<file path="config.mk">
export PLATFORM = sky130hd
export DESIGN_NAME = harmony_palette_generator_unit
export DESIGN_NICKNAME = d
export VERILOG_FILES = /design/src/design/hpg_pkg.sv /design/src/design/harmony_palette_generator_unit.sv /design/src/design/hpg_cfg_regs.sv /design/src/design/hpg_ctrl.sv /design/src/design/hpg_datapath.sv
export SDC_FILE = /design/constraint.sdc
export NUM_CORES = 2
export LEC_CHECK = 0
export BUFFER_PORTS_ARGS = -buffer_cell sky130_fd_sc_hd__buf_2
export CAP_MARGIN = 15
export CORE_ASPECT_RATIO = 1.2
export CORE_UTILIZATION = 65
export CTS_BUF_LIST = sky130_fd_sc_hd__clkbuf_2 sky130_fd_sc_hd__clkbuf_4 sky130_fd_sc_hd__clkbuf_8
export DETAILED_ROUTE_END_ITERATION = 10
export PLACE_DENSITY = 0.83
export SYNTH_ARGS = -nofsm -noshare
export SYNTH_HDL_FRONTEND = slang
export SYNTH_SLANG_ARGS = --single-unit
</file>
<file path="constraint.sdc">
create_clock -name clk_i -period 11.3 [get_ports clk_i]
set_input_delay 1.13 -clock clk_i [delete_from_list [all_inputs] [get_ports clk_i]]
set_output_delay 1.13 -clock clk_i [all_outputs]
set_load 0.01 [all_outputs]
</file>
<file path="src/design/hpg_pkg.sv">
`timescale 1ns / 1ps
// ============================================================================
// hpg_pkg
// Shared types, constants and lookup functions for the harmony palette
// generator: word formats, register map, harmony coefficient table.
// ============================================================================
package hpg_pkg;

  localparam int unsigned PALETTE_SIZE = 5;
  localparam int unsigned IdxW         = $clog2(PALETTE_SIZE);
  localparam int unsigned AddrW        = 5;

  // Fixed-point constants.
  localparam logic [15:0] COEF_ONE     = 16'd16384;
  localparam logic [15:0] GAIN_MAX     = 16'd32768;
  localparam logic [14:0] SPREAD_MIN   = 15'd100;
  localparam logic [14:0] SPREAD_MAX   = 15'd18000;
  localparam logic [17:0] HUE_FULL     = 18'd36000;
  localparam logic [17:0] HUE_TWICE    = 18'd72000;
  localparam logic [17:0] HUE_THRICE   = 18'd108000;
  localparam logic [15:0] VALUE_MAX    = 16'd65535;

  // Harmony modes.
  localparam logic [3:0] MODE_ANALOGOUS = 4'd0;
  localparam logic [3:0] MODE_SHADES    = 4'd8;
  localparam logic [3:0] MODE_CUSTOM    = 4'd9;

  // Register indexes.
  localparam logic [2:0] REG_BASE_HUE        = 3'd0;
  localparam logic [2:0] REG_BASE_SATURATION = 3'd1;
  localparam logic [2:0] REG_BASE_LIGHTNESS  = 3'd2;
  localparam logic [2:0] REG_HUE_SPREAD      = 3'd3;
  localparam logic [2:0] REG_HARMONY_MODE    = 3'd4;
  localparam logic [2:0] REG_SATURATION_GAIN = 3'd5;
  localparam logic [2:0] REG_LIGHTNESS_GAIN  = 3'd6;

  // Input operations.
  localparam logic OP_GENERATE = 1'b0;
  localparam logic OP_WRITE    = 1'b1;

  typedef struct packed {
    logic        op;
    logic [2:0]  slot;
    logic [15:0] hue_in;
    logic [15:0] saturation_in;
    logic [15:0] lightness_in;
  } in_word_t;

  typedef struct packed {
    logic [2:0]  color_index;
    logic [15:0] hue_out;
    logic [15:0] saturation_out;
    logic [15:0] lightness_out;
    logic        last;
  } out_word_t;

  typedef struct packed {
    logic [15:0] base_hue;
    logic [15:0] base_saturation;
    logic [15:0] base_lightness;
    logic [14:0] hue_spread;
    logic [3:0]  harmony_mode;
    logic [15:0] saturation_gain;
    logic [15:0] lightness_gain;
  } cfg_t;

  // Multiple of the spread added to the hue.
  typedef enum logic [2:0] {
    SP_NEG2,
    SP_NEG1,
    SP_ZERO,
    SP_HALF,
    SP_POS1,
    SP_POS2
  } spread_e;

  typedef struct packed {
    logic [14:0] hue_add;
    spread_e     spread;
    logic [14:0] s_coef;
    logic [14:0] l_coef;
  } harm_entry_t;

  typedef enum logic {
    ST_IDLE,
    ST_GEN
  } state_e;

  // Controller to datapath.
  typedef struct packed {
    logic            issue;
    logic [IdxW-1:0] index;
    logic            tbl_write;
  } cmd_t;

  // Datapath to controller.
  typedef struct packed {
    logic advance;
  } status_t;

  function automatic harm_entry_t mk(input logic [14:0] h, input spread_e s,
                                     input logic [14:0] sc, input logic [14:0] lc);
    harm_entry_t e;
    e.hue_add = h;
    e.spread  = s;
    e.s_coef  = sc;
    e.l_coef  = lc;
    return e;
  endfunction

  // Per-mode hue offsets and saturation/lightness coefficients (Q1.14).
  function automatic harm_entry_t harm_lookup(input logic [2:0] mode,
                                              input logic [IdxW-1:0] k);
    harm_entry_t e;
    e = mk(15'd0, SP_ZERO, 15'd16384, 15'd16384);
    unique case (mode)
      3'd0: begin
        unique case (k)
          3'd0:    e = mk(15'd0, SP_NEG2, 15'd13926, 15'd14746);
          3'd1:    e = mk(15'd0, SP_NEG1, 15'd15565, 15'd15565);
          3'd2:    e = mk(15'd0, SP_ZERO, 15'd16384, 15'd16384);
          3'd3:    e = mk(15'd0, SP_POS1, 15'd15565, 15'd17203);
          default: e = mk(15'd0, SP_POS2, 15'd13926, 15'd18022);
        endcase
      end
      3'd1: begin
        unique case (k)
          3'd0:    e = mk(15'd0, SP_ZERO, 15'd4915,  15'd6554);
          3'd1:    e = mk(15'd0, SP_ZERO, 15'd9830,  15'd10650);
          3'd2:    e = mk(15'd0, SP_ZERO, 15'd16384, 15'd16384);
          3'd3:    e = mk(15'd0, SP_ZERO, 15'd13107, 15'd19661);
          default: e = mk(15'd0, SP_ZERO, 15'd8192,  15'd23757);
        endcase
      end
      3'd2: begin
        unique case (k)
          3'd0:    e = mk(15'd0,     SP_ZERO, 15'd16384, 15'd16384);
          3'd1:    e = mk(15'd12000, SP_ZERO, 15'd14746, 15'd14746);
          3'd2:    e = mk(15'd24000, SP_ZERO, 15'd14746, 15'd14746);
          3'd3:    e = mk(15'd12000, SP_ZERO, 15'd11469, 15'd18842);
          default: e = mk(15'd24000, SP_ZERO, 15'd11469, 15'd18842);
        endcase
      end
      3'd3: begin
        unique case (k)
          3'd0:    e = mk(15'd0,     SP_ZERO, 15'd9830,  15'd8192);
          3'd1:    e = mk(15'd0,     SP_ZERO, 15'd16384, 15'd16384);
          3'd2:    e = mk(15'd0,     SP_ZERO, 15'd11469, 15'd21299);
          3'd3:    e = mk(15'd18000, SP_ZERO, 15'd16384, 15'd16384);
          default: e = mk(15'd18000, SP_ZERO, 15'd11469, 15'd21299);
        endcase
      end
      3'd4: begin
        unique case (k)
          3'd0:    e = mk(15'd0,     SP_ZERO, 15'd16384, 15'd16384);
          3'd1:    e = mk(15'd15000, SP_ZERO, 15'd14746, 15'd14746);
          3'd2:    e = mk(15'd21000, SP_ZERO, 15'd14746, 15'd14746);
          3'd3:    e = mk(15'd15000, SP_ZERO, 15'd10650, 15'd19661);
          default: e = mk(15'd21000, SP_ZERO, 15'd10650, 15'd19661);
        endcase
      end
      3'd5: begin
        unique case (k)
          3'd0:    e = mk(15'd0,     SP_ZERO, 15'd16384, 15'd16384);
          3'd1:    e = mk(15'd0,     SP_POS1, 15'd14746, 15'd15565);
          3'd2:    e = mk(15'd18000, SP_ZERO, 15'd14746, 15'd15565);
          3'd3:    e = mk(15'd18000, SP_POS1, 15'd13926, 15'd17203);
          default: e = mk(15'd0,     SP_HALF, 15'd11469, 15'd19661);
        endcase
      end
      3'd6: begin
        unique case (k)
          3'd0:    e = mk(15'd0,     SP_ZERO, 15'd16384, 15'd16384);
          3'd1:    e = mk(15'd9000,  SP_ZERO, 15'd14746, 15'd14746);
          3'd2:    e = mk(15'd18000, SP_ZERO, 15'd14746, 15'd15565);
          3'd3:    e = mk(15'd27000, SP_ZERO, 15'd14746, 15'd17203);
          default: e = mk(15'd0,     SP_ZERO, 15'd9830,  15'd21299);
        endcase
      end
      default: begin
        unique case (k)
          3'd0:    e = mk(15'd0,     SP_NEG1, 15'd13926, 15'd14746);
          3'd1:    e = mk(15'd0,     SP_ZERO, 15'd16384, 15'd16384);
          3'd2:    e = mk(15'd0,     SP_POS1, 15'd13926, 15'd18022);
          3'd3:    e = mk(15'd18000, SP_ZERO, 15'd12288, 15'd13926);
          default: e = mk(15'd18000, SP_HALF, 15'd9830,  15'd19661);
        endcase
      end
    endcase
    return e;
  endfunction

  // Fixed lightness ramp of the shades mode.
  function automatic logic [15:0] shade_light(input logic [IdxW-1:0] k);
    logic [15:0] v;
    unique case (k)
      3'd0:    v = 16'd58982;
      3'd1:    v = 16'd47185;
      3'd2:    v = 16'd36044;
      3'd3:    v = 16'd24903;
      default: v = 16'd13107;
    endcase
    return v;
  endfunction

endpackage

</file>
<file path="src/design/harmony_palette_generator_unit.sv">
`timescale 1ns / 1ps
// ============================================================================
// harmony_palette_generator_unit
// Builds five-color hue/saturation/lightness palettes from a configured base
// color, spread and harmony mode; also holds a writable custom palette.
// ============================================================================
// Usage:
// The input channel takes one word per accepted cycle (valid high, stall low).
// A generate word (op 0) yields five output words, color_index 0 to 4, with
// last set on the fifth. A write word (op 1) loads one custom table slot and
// yields nothing; slots 5 to 7 are ignored.
// The first color of a palette is taken into the coefficient stage by the
// edge that accepts the generate word, then into the output register; the
// rest follow one per cycle unless the receiver stalls. The sequencer takes
// no new word until five colors are issued; write words go back to back.
// The pipe is a coefficient stage followed by a gain stage and an output
// register; the whole pipe holds while the receiver stalls a waiting word,
// and the input stall rises with it.
// Reset clears the controller, empties the pipe, returns every register to
// its documented default and restores the custom table to hues i*72 degrees.
// Configuration is to be written by the user through the APB-style port only
// while no palette is in flight; the block itself does not enforce this.
// ============================================================================
module harmony_palette_generator_unit (
  input  logic                       clk_i,
  input  logic                       rst_ni,
  // Input channel.
  input  logic                       in_valid_i,
  output logic                       in_stall_o,
  input  hpg_pkg::in_word_t          in_word_i,
  // Output channel.
  output logic                       out_valid_o,
  input  logic                       out_stall_i,
  output hpg_pkg::out_word_t         out_word_o,
  // Configuration port.
  input  logic                       psel,
  input  logic                       penable,
  input  logic                       pwrite,
  input  logic [hpg_pkg::AddrW-1:0]  paddr,
  input  logic [31:0]                pwdata,
  output logic [31:0]                prdata,
  output logic                       pready
);

  hpg_pkg::cfg_t    cfg;
  hpg_pkg::cmd_t    cmd;
  hpg_pkg::status_t status;

  // Register file; values are read straight by the datapath.
  hpg_cfg_regs u_cfg_regs (
    .clk_i   (clk_i),
    .rst_ni  (rst_ni),
    .psel    (psel),
    .penable (penable),
    .pwrite  (pwrite),
    .paddr   (paddr),
    .pwdata  (pwdata),
    .prdata  (prdata),
    .pready  (pready),
    .cfg_o   (cfg)
  );

  // The controller issues one color index per cycle while the pipe advances.
  hpg_ctrl u_ctrl (
    .clk_i      (clk_i),
    .rst_ni     (rst_ni),
    .in_valid_i (in_valid_i),
    .in_op_i    (in_word_i.op),
    .in_stall_o (in_stall_o),
    .status_i   (status),
    .cmd_o      (cmd)
  );

  // The datapath owns the custom table and the output register.
  hpg_datapath u_datapath (
    .clk_i       (clk_i),
    .rst_ni      (rst_ni),
    .cfg_i       (cfg),
    .in_word_i   (in_word_i),
    .cmd_i       (cmd),
    .status_o    (status),
    .out_valid_o (out_valid_o),
    .out_stall_i (out_stall_i),
    .out_word_o  (out_word_o)
  );

endmodule

</file>
<file path="src/design/hpg_cfg_regs.sv">
`timescale 1ns / 1ps
// ============================================================================
// hpg_cfg_regs
// Configuration register file behind an APB-style slave port.
// ============================================================================
module hpg_cfg_regs (
  input  logic                       clk_i,
  input  logic                       rst_ni,
  input  logic                       psel,
  input  logic                       penable,
  input  logic                       pwrite,
  input  logic [hpg_pkg::AddrW-1:0]  paddr,
  input  logic [31:0]                pwdata,
  output logic [31:0]                prdata,
  output logic                       pready,
  output hpg_pkg::cfg_t              cfg_o
);

  hpg_pkg::cfg_t cfg_q, cfg_d;
  logic [2:0]    reg_idx;
  logic          wr_en;

  assign reg_idx = paddr[4:2];
  assign wr_en   = psel && penable && pwrite;
  assign pready  = 1'b1;
  assign cfg_o   = cfg_q;

  always_comb begin
    cfg_d = cfg_q;
    if (wr_en) begin
      unique case (reg_idx)
        hpg_pkg::REG_BASE_HUE:        cfg_d.base_hue        = pwdata[15:0];
        hpg_pkg::REG_BASE_SATURATION: cfg_d.base_saturation = pwdata[15:0];
        hpg_pkg::REG_BASE_LIGHTNESS:  cfg_d.base_lightness  = pwdata[15:0];
        hpg_pkg::REG_HUE_SPREAD:      cfg_d.hue_spread      = pwdata[14:0];
        hpg_pkg::REG_HARMONY_MODE:    cfg_d.harmony_mode    = pwdata[3:0];
        hpg_pkg::REG_SATURATION_GAIN: cfg_d.saturation_gain = pwdata[15:0];
        hpg_pkg::REG_LIGHTNESS_GAIN:  cfg_d.lightness_gain  = pwdata[15:0];
        default: ;
      endcase
    end
  end

  always_comb begin
    prdata = '0;
    unique case (reg_idx)
      hpg_pkg::REG_BASE_HUE:        prdata = {16'd0, cfg_q.base_hue};
      hpg_pkg::REG_BASE_SATURATION: prdata = {16'd0, cfg_q.base_saturation};
      hpg_pkg::REG_BASE_LIGHTNESS:  prdata = {16'd0, cfg_q.base_lightness};
      hpg_pkg::REG_HUE_SPREAD:      prdata = {17'd0, cfg_q.hue_spread};
      hpg_pkg::REG_HARMONY_MODE:    prdata = {28'd0, cfg_q.harmony_mode};
      hpg_pkg::REG_SATURATION_GAIN: prdata = {16'd0, cfg_q.saturation_gain};
      hpg_pkg::REG_LIGHTNESS_GAIN:  prdata = {16'd0, cfg_q.lightness_gain};
      default:                      prdata = '0;
    endcase
  end

  always_ff @(posedge clk_i or negedge rst_ni) begin
    if (!rst_ni) begin
      cfg_q.base_hue        <= 16'd0;
      cfg_q.base_saturation <= 16'd49151;
      cfg_q.base_lightness  <= 16'd42598;
      cfg_q.hue_spread      <= 15'd3000;
      cfg_q.harmony_mode    <= hpg_pkg::MODE_ANALOGOUS;
      cfg_q.saturation_gain <= hpg_pkg::COEF_ONE;
      cfg_q.lightness_gain  <= hpg_pkg::COEF_ONE;
    end else begin
      cfg_q <= cfg_d;
    end
  end

endmodule

</file>
<file path="src/design/hpg_ctrl.sv">
`timescale 1ns / 1ps
// ============================================================================
// hpg_ctrl
// Controller: accepts input words and sequences the five colors of a palette
// into the datapath.
// ============================================================================
module hpg_ctrl (
  input  logic              clk_i,
  input  logic              rst_ni,
  input  logic              in_valid_i,
  input  logic              in_op_i,
  output logic              in_stall_o,
  input  hpg_pkg::status_t  status_i,
  output hpg_pkg::cmd_t     cmd_o
);

  localparam logic [hpg_pkg::IdxW-1:0] LastIdx = hpg_pkg::IdxW'(hpg_pkg::PALETTE_SIZE - 1);

  hpg_pkg::state_e              state_q, state_d;
  logic [hpg_pkg::IdxW-1:0]     cnt_q, cnt_d;

  always_comb begin
    state_d       = state_q;
    cnt_d         = cnt_q;
    in_stall_o    = 1'b1;
    cmd_o.issue     = 1'b0;
    cmd_o.index     = cnt_q;
    cmd_o.tbl_write = 1'b0;
    unique case (state_q)
      hpg_pkg::ST_IDLE: begin
        in_stall_o = !status_i.advance;
        if (in_valid_i && status_i.advance) begin
          if (in_op_i == hpg_pkg::OP_WRITE) begin
            cmd_o.tbl_write = 1'b1;
          end else begin
            // The first color leaves in the same cycle the word is taken.
            cmd_o.issue = 1'b1;
            cmd_o.index = '0;
            cnt_d       = hpg_pkg::IdxW'(1);
            state_d     = hpg_pkg::ST_GEN;
          end
        end
      end
      hpg_pkg::ST_GEN: begin
        if (status_i.advance) begin
          cmd_o.issue = 1'b1;
          if (cnt_q == LastIdx) begin
            cnt_d   = '0;
            state_d = hpg_pkg::ST_IDLE;
          end else begin
            cnt_d = cnt_q + hpg_pkg::IdxW'(1);
          end
        end
      end
      default: state_d = hpg_pkg::ST_IDLE;
    endcase
  end

  always_ff @(posedge clk_i or negedge rst_ni) begin
    if (!rst_ni) begin
      state_q <= hpg_pkg::ST_IDLE;
      cnt_q   <= '0;
    end else begin
      state_q <= state_d;
      cnt_q   <= cnt_d;
    end
  end

endmodule

</file>
<file path="src/design/hpg_datapath.sv">
`timescale 1ns / 1ps
// ============================================================================
// hpg_datapath
// Custom color table, coefficient stage, gain and wrap stage and the output
// register. The whole pipe moves together whenever the output slot is free.
// ============================================================================
module hpg_datapath (
  input  logic                clk_i,
  input  logic                rst_ni,
  input  hpg_pkg::cfg_t       cfg_i,
  input  hpg_pkg::in_word_t   in_word_i,
  input  hpg_pkg::cmd_t       cmd_i,
  output hpg_pkg::status_t    status_o,
  output logic                out_valid_o,
  input  logic                out_stall_i,
  output hpg_pkg::out_word_t  out_word_o
);

  localparam int unsigned N = hpg_pkg::PALETTE_SIZE;
  localparam logic [hpg_pkg::IdxW-1:0] LastIdx = hpg_pkg::IdxW'(N - 1);

  // Custom color table.
  logic [15:0] cust_hue_q   [N];
  logic [15:0] cust_sat_q   [N];
  logic [15:0] cust_light_q [N];

  logic advance;
  assign advance         = !out_valid_o || !out_stall_i;
  assign status_o.advance = advance;

  always_ff @(posedge clk_i or negedge rst_ni) begin
    if (!rst_ni) begin
      for (int i = 0; i < N; i++) begin
        cust_hue_q[i]   <= 16'(7200 * i);
        cust_sat_q[i]   <= 16'd49151;
        cust_light_q[i] <= 16'd42598;
      end
    end else if (cmd_i.tbl_write && (in_word_i.slot < 3'(N))) begin
      cust_hue_q[in_word_i.slot]   <= in_word_i.hue_in;
      cust_sat_q[in_word_i.slot]   <= in_word_i.saturation_in;
      cust_light_q[in_word_i.slot] <= in_word_i.lightness_in;
    end
  end

  // ---------------- Stage 1: offsets and mode coefficients -----------------
  logic [14:0]            spread;
  logic [3:0]             mode;
  hpg_pkg::harm_entry_t   entry;
  logic [15:0]            hue_raw, s_x, l_x;
  logic [14:0]            hue_add, s_c, l_c;
  hpg_pkg::spread_e       sp_code;
  logic signed [19:0]     sp_off, hue_sum;
  logic [30:0]            s_prod, l_prod;

  always_comb begin
    if (cfg_i.hue_spread < hpg_pkg::SPREAD_MIN) begin
      spread = hpg_pkg::SPREAD_MIN;
    end else if (cfg_i.hue_spread > hpg_pkg::SPREAD_MAX) begin
      spread = hpg_pkg::SPREAD_MAX;
    end else begin
      spread = cfg_i.hue_spread;
    end
    mode  = (cfg_i.harmony_mode > hpg_pkg::MODE_CUSTOM) ? hpg_pkg::MODE_ANALOGOUS
                                                        : cfg_i.harmony_mode;
    entry = hpg_pkg::harm_lookup(mode[2:0], cmd_i.index);

    if (mode == hpg_pkg::MODE_CUSTOM) begin
      hue_raw = cust_hue_q[cmd_i.index];
      hue_add = '0;
      sp_code = hpg_pkg::SP_ZERO;
      s_x     = cust_sat_q[cmd_i.index];
      s_c     = hpg_pkg::COEF_ONE[14:0];
      l_x     = cust_light_q[cmd_i.index];
      l_c     = hpg_pkg::COEF_ONE[14:0];
    end else if (mode == hpg_pkg::MODE_SHADES) begin
      hue_raw = cfg_i.base_hue;
      hue_add = '0;
      sp_code = hpg_pkg::SP_ZERO;
      s_x     = cfg_i.base_saturation;
      s_c     = hpg_pkg::COEF_ONE[14:0];
      l_x     = hpg_pkg::shade_light(cmd_i.index);
      l_c     = hpg_pkg::COEF_ONE[14:0];
    end else begin
      hue_raw = cfg_i.base_hue;
      hue_add = entry.hue_add;
      sp_code = entry.spread;
      s_x     = cfg_i.base_saturation;
      s_c     = entry.s_coef;
      l_x     = cfg_i.base_lightness;
      l_c     = entry.l_coef;
    end

    unique case (sp_code)
      hpg_pkg::SP_NEG2: sp_off = -$signed({4'd0, spread, 1'b0});
      hpg_pkg::SP_NEG1: sp_off = -$signed({5'd0, spread});
      hpg_pkg::SP_HALF: sp_off = $signed({6'd0, spread[14:1]});
      hpg_pkg::SP_POS1: sp_off = $signed({5'd0, spread});
      hpg_pkg::SP_POS2: sp_off = $signed({4'd0, spread, 1'b0});
      default:          sp_off = '0;
    endcase

    // A full turn is added up front so the sum never goes negative.
    hue_sum = $signed({4'd0, hue_raw}) + $signed({5'd0, hue_add})
            + $signed({2'd0, hpg_pkg::HUE_FULL}) + sp_off;

    s_prod = 31'(s_x) * 31'(s_c);
    l_prod = 31'(l_x) * 31'(l_c);
  end

  logic                     mid_valid_q;
  logic [17:0]              mid_hue_q;
  logic [16:0]              mid_sat_q, mid_light_q;
  logic [hpg_pkg::IdxW-1:0] mid_idx_q;

  always_ff @(posedge clk_i or negedge rst_ni) begin
    if (!rst_ni) begin
      mid_valid_q <= 1'b0;
    end else if (advance) begin
      mid_valid_q <= cmd_i.issue;
    end
  end

  always_ff @(posedge clk_i) begin
    if (advance) begin
      mid_hue_q   <= hue_sum[17:0];
      mid_sat_q   <= s_prod[30:14];
      mid_light_q <= l_prod[30:14];
      mid_idx_q   <= cmd_i.index;
    end
  end

  // ---------------- Stage 2: wrap, gains and clamp -------------------------
  logic [17:0] hue_wrap;
  logic [15:0] s_gain, l_gain;
  logic [32:0] s_gprod, l_gprod;
  logic [18:0] s_scaled, l_scaled;
  hpg_pkg::out_word_t out_d;

  always_comb begin
    if (mid_hue_q >= hpg_pkg::HUE_THRICE) begin
      hue_wrap = mid_hue_q - hpg_pkg::HUE_THRICE;
    end else if (mid_hue_q >= hpg_pkg::HUE_TWICE) begin
      hue_wrap = mid_hue_q - hpg_pkg::HUE_TWICE;
    end else if (mid_hue_q >= hpg_pkg::HUE_FULL) begin
      hue_wrap = mid_hue_q - hpg_pkg::HUE_FULL;
    end else begin
      hue_wrap = mid_hue_q;
    end

    s_gain = (cfg_i.saturation_gain > hpg_pkg::GAIN_MAX) ? hpg_pkg::GAIN_MAX
                                                         : cfg_i.saturation_gain;
    l_gain = (cfg_i.lightness_gain > hpg_pkg::GAIN_MAX) ? hpg_pkg::GAIN_MAX
                                                        : cfg_i.lightness_gain;
    s_gprod  = 33'(mid_sat_q) * 33'(s_gain);
    l_gprod  = 33'(mid_light_q) * 33'(l_gain);
    s_scaled = s_gprod[32:14];
    l_scaled = l_gprod[32:14];

    out_d.color_index    = 3'(mid_idx_q);
    out_d.hue_out        = hue_wrap[15:0];
    out_d.saturation_out = (s_scaled > 19'(hpg_pkg::VALUE_MAX)) ? hpg_pkg::VALUE_MAX
                                                                : s_scaled[15:0];
    out_d.lightness_out  = (l_scaled > 19'(hpg_pkg::VALUE_MAX)) ? hpg_pkg::VALUE_MAX
                                                                : l_scaled[15:0];
    out_d.last           = (mid_idx_q == LastIdx);
  end

  logic               out_valid_q;
  hpg_pkg::out_word_t out_word_q;

  always_ff @(posedge clk_i or negedge rst_ni) begin
    if (!rst_ni) begin
      out_valid_q <= 1'b0;
    end else if (advance) begin
      out_valid_q <= mid_valid_q;
    end
  end

  always_ff @(posedge clk_i) begin
    if (advance) begin
      out_word_q <= out_d;
    end
  end

  assign out_valid_o = out_valid_q;
  assign out_word_o  = out_word_q;

endmodule
</file>
==> flow_summary.ini <==
[outcome]
status = complete, no violations

[synth]
yosysSeqAreaShare_pct = 21.6
ys_seq_elements = 452
synth.avg_cell_area_um2 = 9.67
synth_flop_cell = dfrtp_1
yosys_warnings = 0
syn_inst = 5761
async_flop_share_pct = 76.3
synth_cell_type_count = 106
synth_area_um2 = 55700
synth_edf_count = 107

[flow_run]
timing.max_cap.violations = 0

[floorplan]
start_util_pct = 65.6
rows = 117
die_w_um = 269
dieHeight_um = 323
design.core.area_um2 = 84900
dieArea_um2 = 86900
io-pin-count = 183

[critical_path]
crit_type = register to register
worstRegToRegCells = 21
worstPathRequired_ns = 11.75
crit_chain = nor3b_4, buf_4, o22ai_1, a21oi_1, nand2_1, fa_1, fa_1, inv_1, fa_1, fa_1, fa_1, fa_1, ha_1, nand2_1, or3_1, o41ai_2, o311a_1, a2111oi_4, a21oi_2, a21oi_2, xnor2_1
crit_arrival_ns = 10.04
crit_path_max_fanout = 21
reg2reg_to = u_datapath.mid_light_q[16]
cp_slowest_stage_delay_ns = 0.98
cp_slowest_cell = a21oi_1
r2r-start = u_cfg_regs.cfg_o[35]
start_kind = register
cpMostUsedCell = fa_1
critPathCaptureType = register
rrSetupSlack_ns = 1.72

[timing]
holdWs_ns = 0.432
setup_viol = 0
period_share_pct = 84.8
drv_slew = 0
hold_viol = 0
slew_headroom_pct = 12.0
period_needed_ns = 9.58
fmax_ghz = 0.104
fin_setup_tns_ns = 0
tightestPinTransition_ns = 1.32
rsz0062_at_grt = no
finClkSkew_ns = 0.0811

[global_routing]
grt-ovfl-total = 0
antenna_found_initial = 14
grt_pass1_wl_mm = 243
grt_usage_pct = 36.0
grt_pass1_vias = 45200
grt_start_max_net_pins = 172

[cells_and_area]
fin_nets = 7132
fillers = 6318
drive_gt1_share_pct = 16.4
ff_latch_area_um2 = 12100
multiInputGateArea_um2 = 38900
synthToLayoutAreaGrowth_pct = 6.36

[detailed_routing]
viasPerCell = 6.08
drt_iter0_markers = 3607
avgRoutedWirePerCell_um = 21.9
via_count = 42700
post-route-drc-count = 0
drt-total-wl_mm = 154
dr.pass1.iters = 5
ant_nets = 0

[placed_design]
hpwl_mm = 119
gp_congestion = 1.00
io_buffers = 147

[clock_network]
cts_made_buffers = 75
cts_buffer_depth = 3
cts_tree = yes
path_clk_slew_ns = 0.06
clock_latency_ns = 0.74
holdBufCountCts = 0
cts_sinks = 452
cts_root_buf = clkbuf_8
post_cts_resized = 0
post_cts_buffers = 0
h-tree-depth = 3

[hold_path]
hp-class = input port to asynchronous set/reset pin
## registers in the layout, indices dropped and copies added, names as in the netlist
name / count
u_ctrl.state_q: 1
u_datapath.mid_hue_q: 18
u_datapath.out_valid_o: 1
u_cfg_regs.cfg_o: 99
u_datapath.cust_hue_q: 80
u_datapath.cust_light_q: 80
u_datapath.mid_idx_q: 3
u_datapath.cust_sat_q: 80
u_datapath.mid_light_q: 17
u_datapath.mid_sat_q: 17
u_datapath.mid_valid_q: 1
u_datapath.out_word_o: 52
u_ctrl.cnt_q: 3
## layout make-up
class                   instances  share of cell area, %
multi-input cells            4047                   65.6
flip-flops and latches        452                   20.4
inverters                    1012                   6.41
repair buffers                239                   2.47
well taps                    1130                   2.39
clock buffers                 117                   2.34
clock inverters                21                  0.389
diodes                          9                 0.0380
## per-stage QoR
step | area (um2) | util (%) | worst slack (ns) | instances
after floorplan | 55700 | - | 2.89 | 5776
after global placement | 57600 | 67.8 | 1.37 | 6880
final | 59200 | 69.8 | 1.72 | 7027
after global routing | 59200 | 69.7 | 1.38 | 7023
after CTS | 59200 | 69.7 | 1.92 | 7018
after detailed placement | 57600 | 67.8 | 1.26 | 6880
## synth_stat cells (all sizes together) (16+ instances only)
master | instances | share of area (%)
mux2i | 65 | 1.2
o21a | 19 | 0.26
nor2b | 49 | 0.55
inv | 1012 | 6.8
a211oi | 27 | 0.36
xor2 | 46 | 0.72
nand3 | 71 | 0.64
nand2 | 667 | 4.5
o21ai | 148 | 1.3
and3 | 52 | 0.58
edfxtp | 107 | 5.8
a21oi | 223 | 2.0
fa | 752 | 27
clkbuf | 188 | 1.3
dfrtp | 181 | 8.1
o21bai | 16 | 0.22
nor4 | 19 | 0.21
dfstp | 164 | 7.7
a21o | 59 | 0.80
ha | 457 | 10
a31oi | 41 | 0.47
xnor2 | 92 | 1.4
nand2b | 49 | 0.56
buf | 77 | 0.76
nor2 | 274 | 1.9
mux2 | 339 | 6.9
and2 | 225 | 2.5
nand4 | 18 | 0.20
a221oi | 20 | 0.36
or2 | 20 | 0.22
a22oi | 23 | 0.31
nor3 | 36 | 0.34
o22ai | 38 | 0.44
## worst max-delay path: cells and delay by family (launching register included)
family	cells	cell delay, ns
AND/OR/NAND/NOR	4	1.73
flip-flops	1	0.91
XOR/XNOR	1	0.12
buffers and inverters	2	0.45
adder cells (fa/ha/maj)	7	3.42
AO/OA/AOI/OAI	7	2.64
## worst max-delay path by stage
stage                         startpoint                    endpoint  slack [ns]
floorplan                    out_stall_i  u_datapath.mid_light_q[16]        2.89
global placement           in_word_i[51]    u_datapath.mid_sat_q[15]        1.37
detailed placement         in_word_i[51]    u_datapath.mid_sat_q[16]        1.26
CTS                 u_cfg_regs.cfg_o[35]  u_datapath.mid_light_q[16]        1.92
global route             u_ctrl.cnt_q[2]  u_datapath.mid_light_q[16]        1.38
finish              u_cfg_regs.cfg_o[35]  u_datapath.mid_light_q[16]        1.72
## kinds of logic after synthesis
group	count (synthesis)	share of synthesized area, %
xor+xnor	138	2.17
mux	410	8.27
flops	452	21.6
simple gates	1537	13.1
compound gates	735	8.60
buf+inv	1277	8.85
fa+ha+maj	1210	37.3
other cells	2	0.0135
## metal layers
metal,part of all wire (%),wire [um],global-route usage [%],vias up
met1,37,57000,43.1,21400
met2,48,73700,59.8,2022
met5,0.023,35,0,-
met4,6.4,9890,21.9,6
li1,-,-,-,18700
met3,8.7,13400,7.95,557
## cells in the final DEF, fill, tap and decap left out, drive strengths merged, types with 15 or more instances in the layout
cell type,count
buf,239
a21o,59
edfxtp,107
a31oi,41
inv,1016
ha,457
fa,752
nand4,18
nand2,667
or2,20
o21ai,148
and2,225
dfrtp,181
nor2b,49
o22ai,38
mux2i,65
nor2,274
o211ai,15
or3,15
mux2,339
a21oi,223
a22oi,23
clkbuf,117
conb,17
dfstp,164
o21a,19
and3,52
xor2,46
o21bai,16
xnor2,92
nor3,36
nand3,71
nand2b,49
a211oi,27
nor4,19
a221oi,20
Power is not shown: default switching activity piles up to over one toggle a cycle in this logic, so the estimate is an artifact.
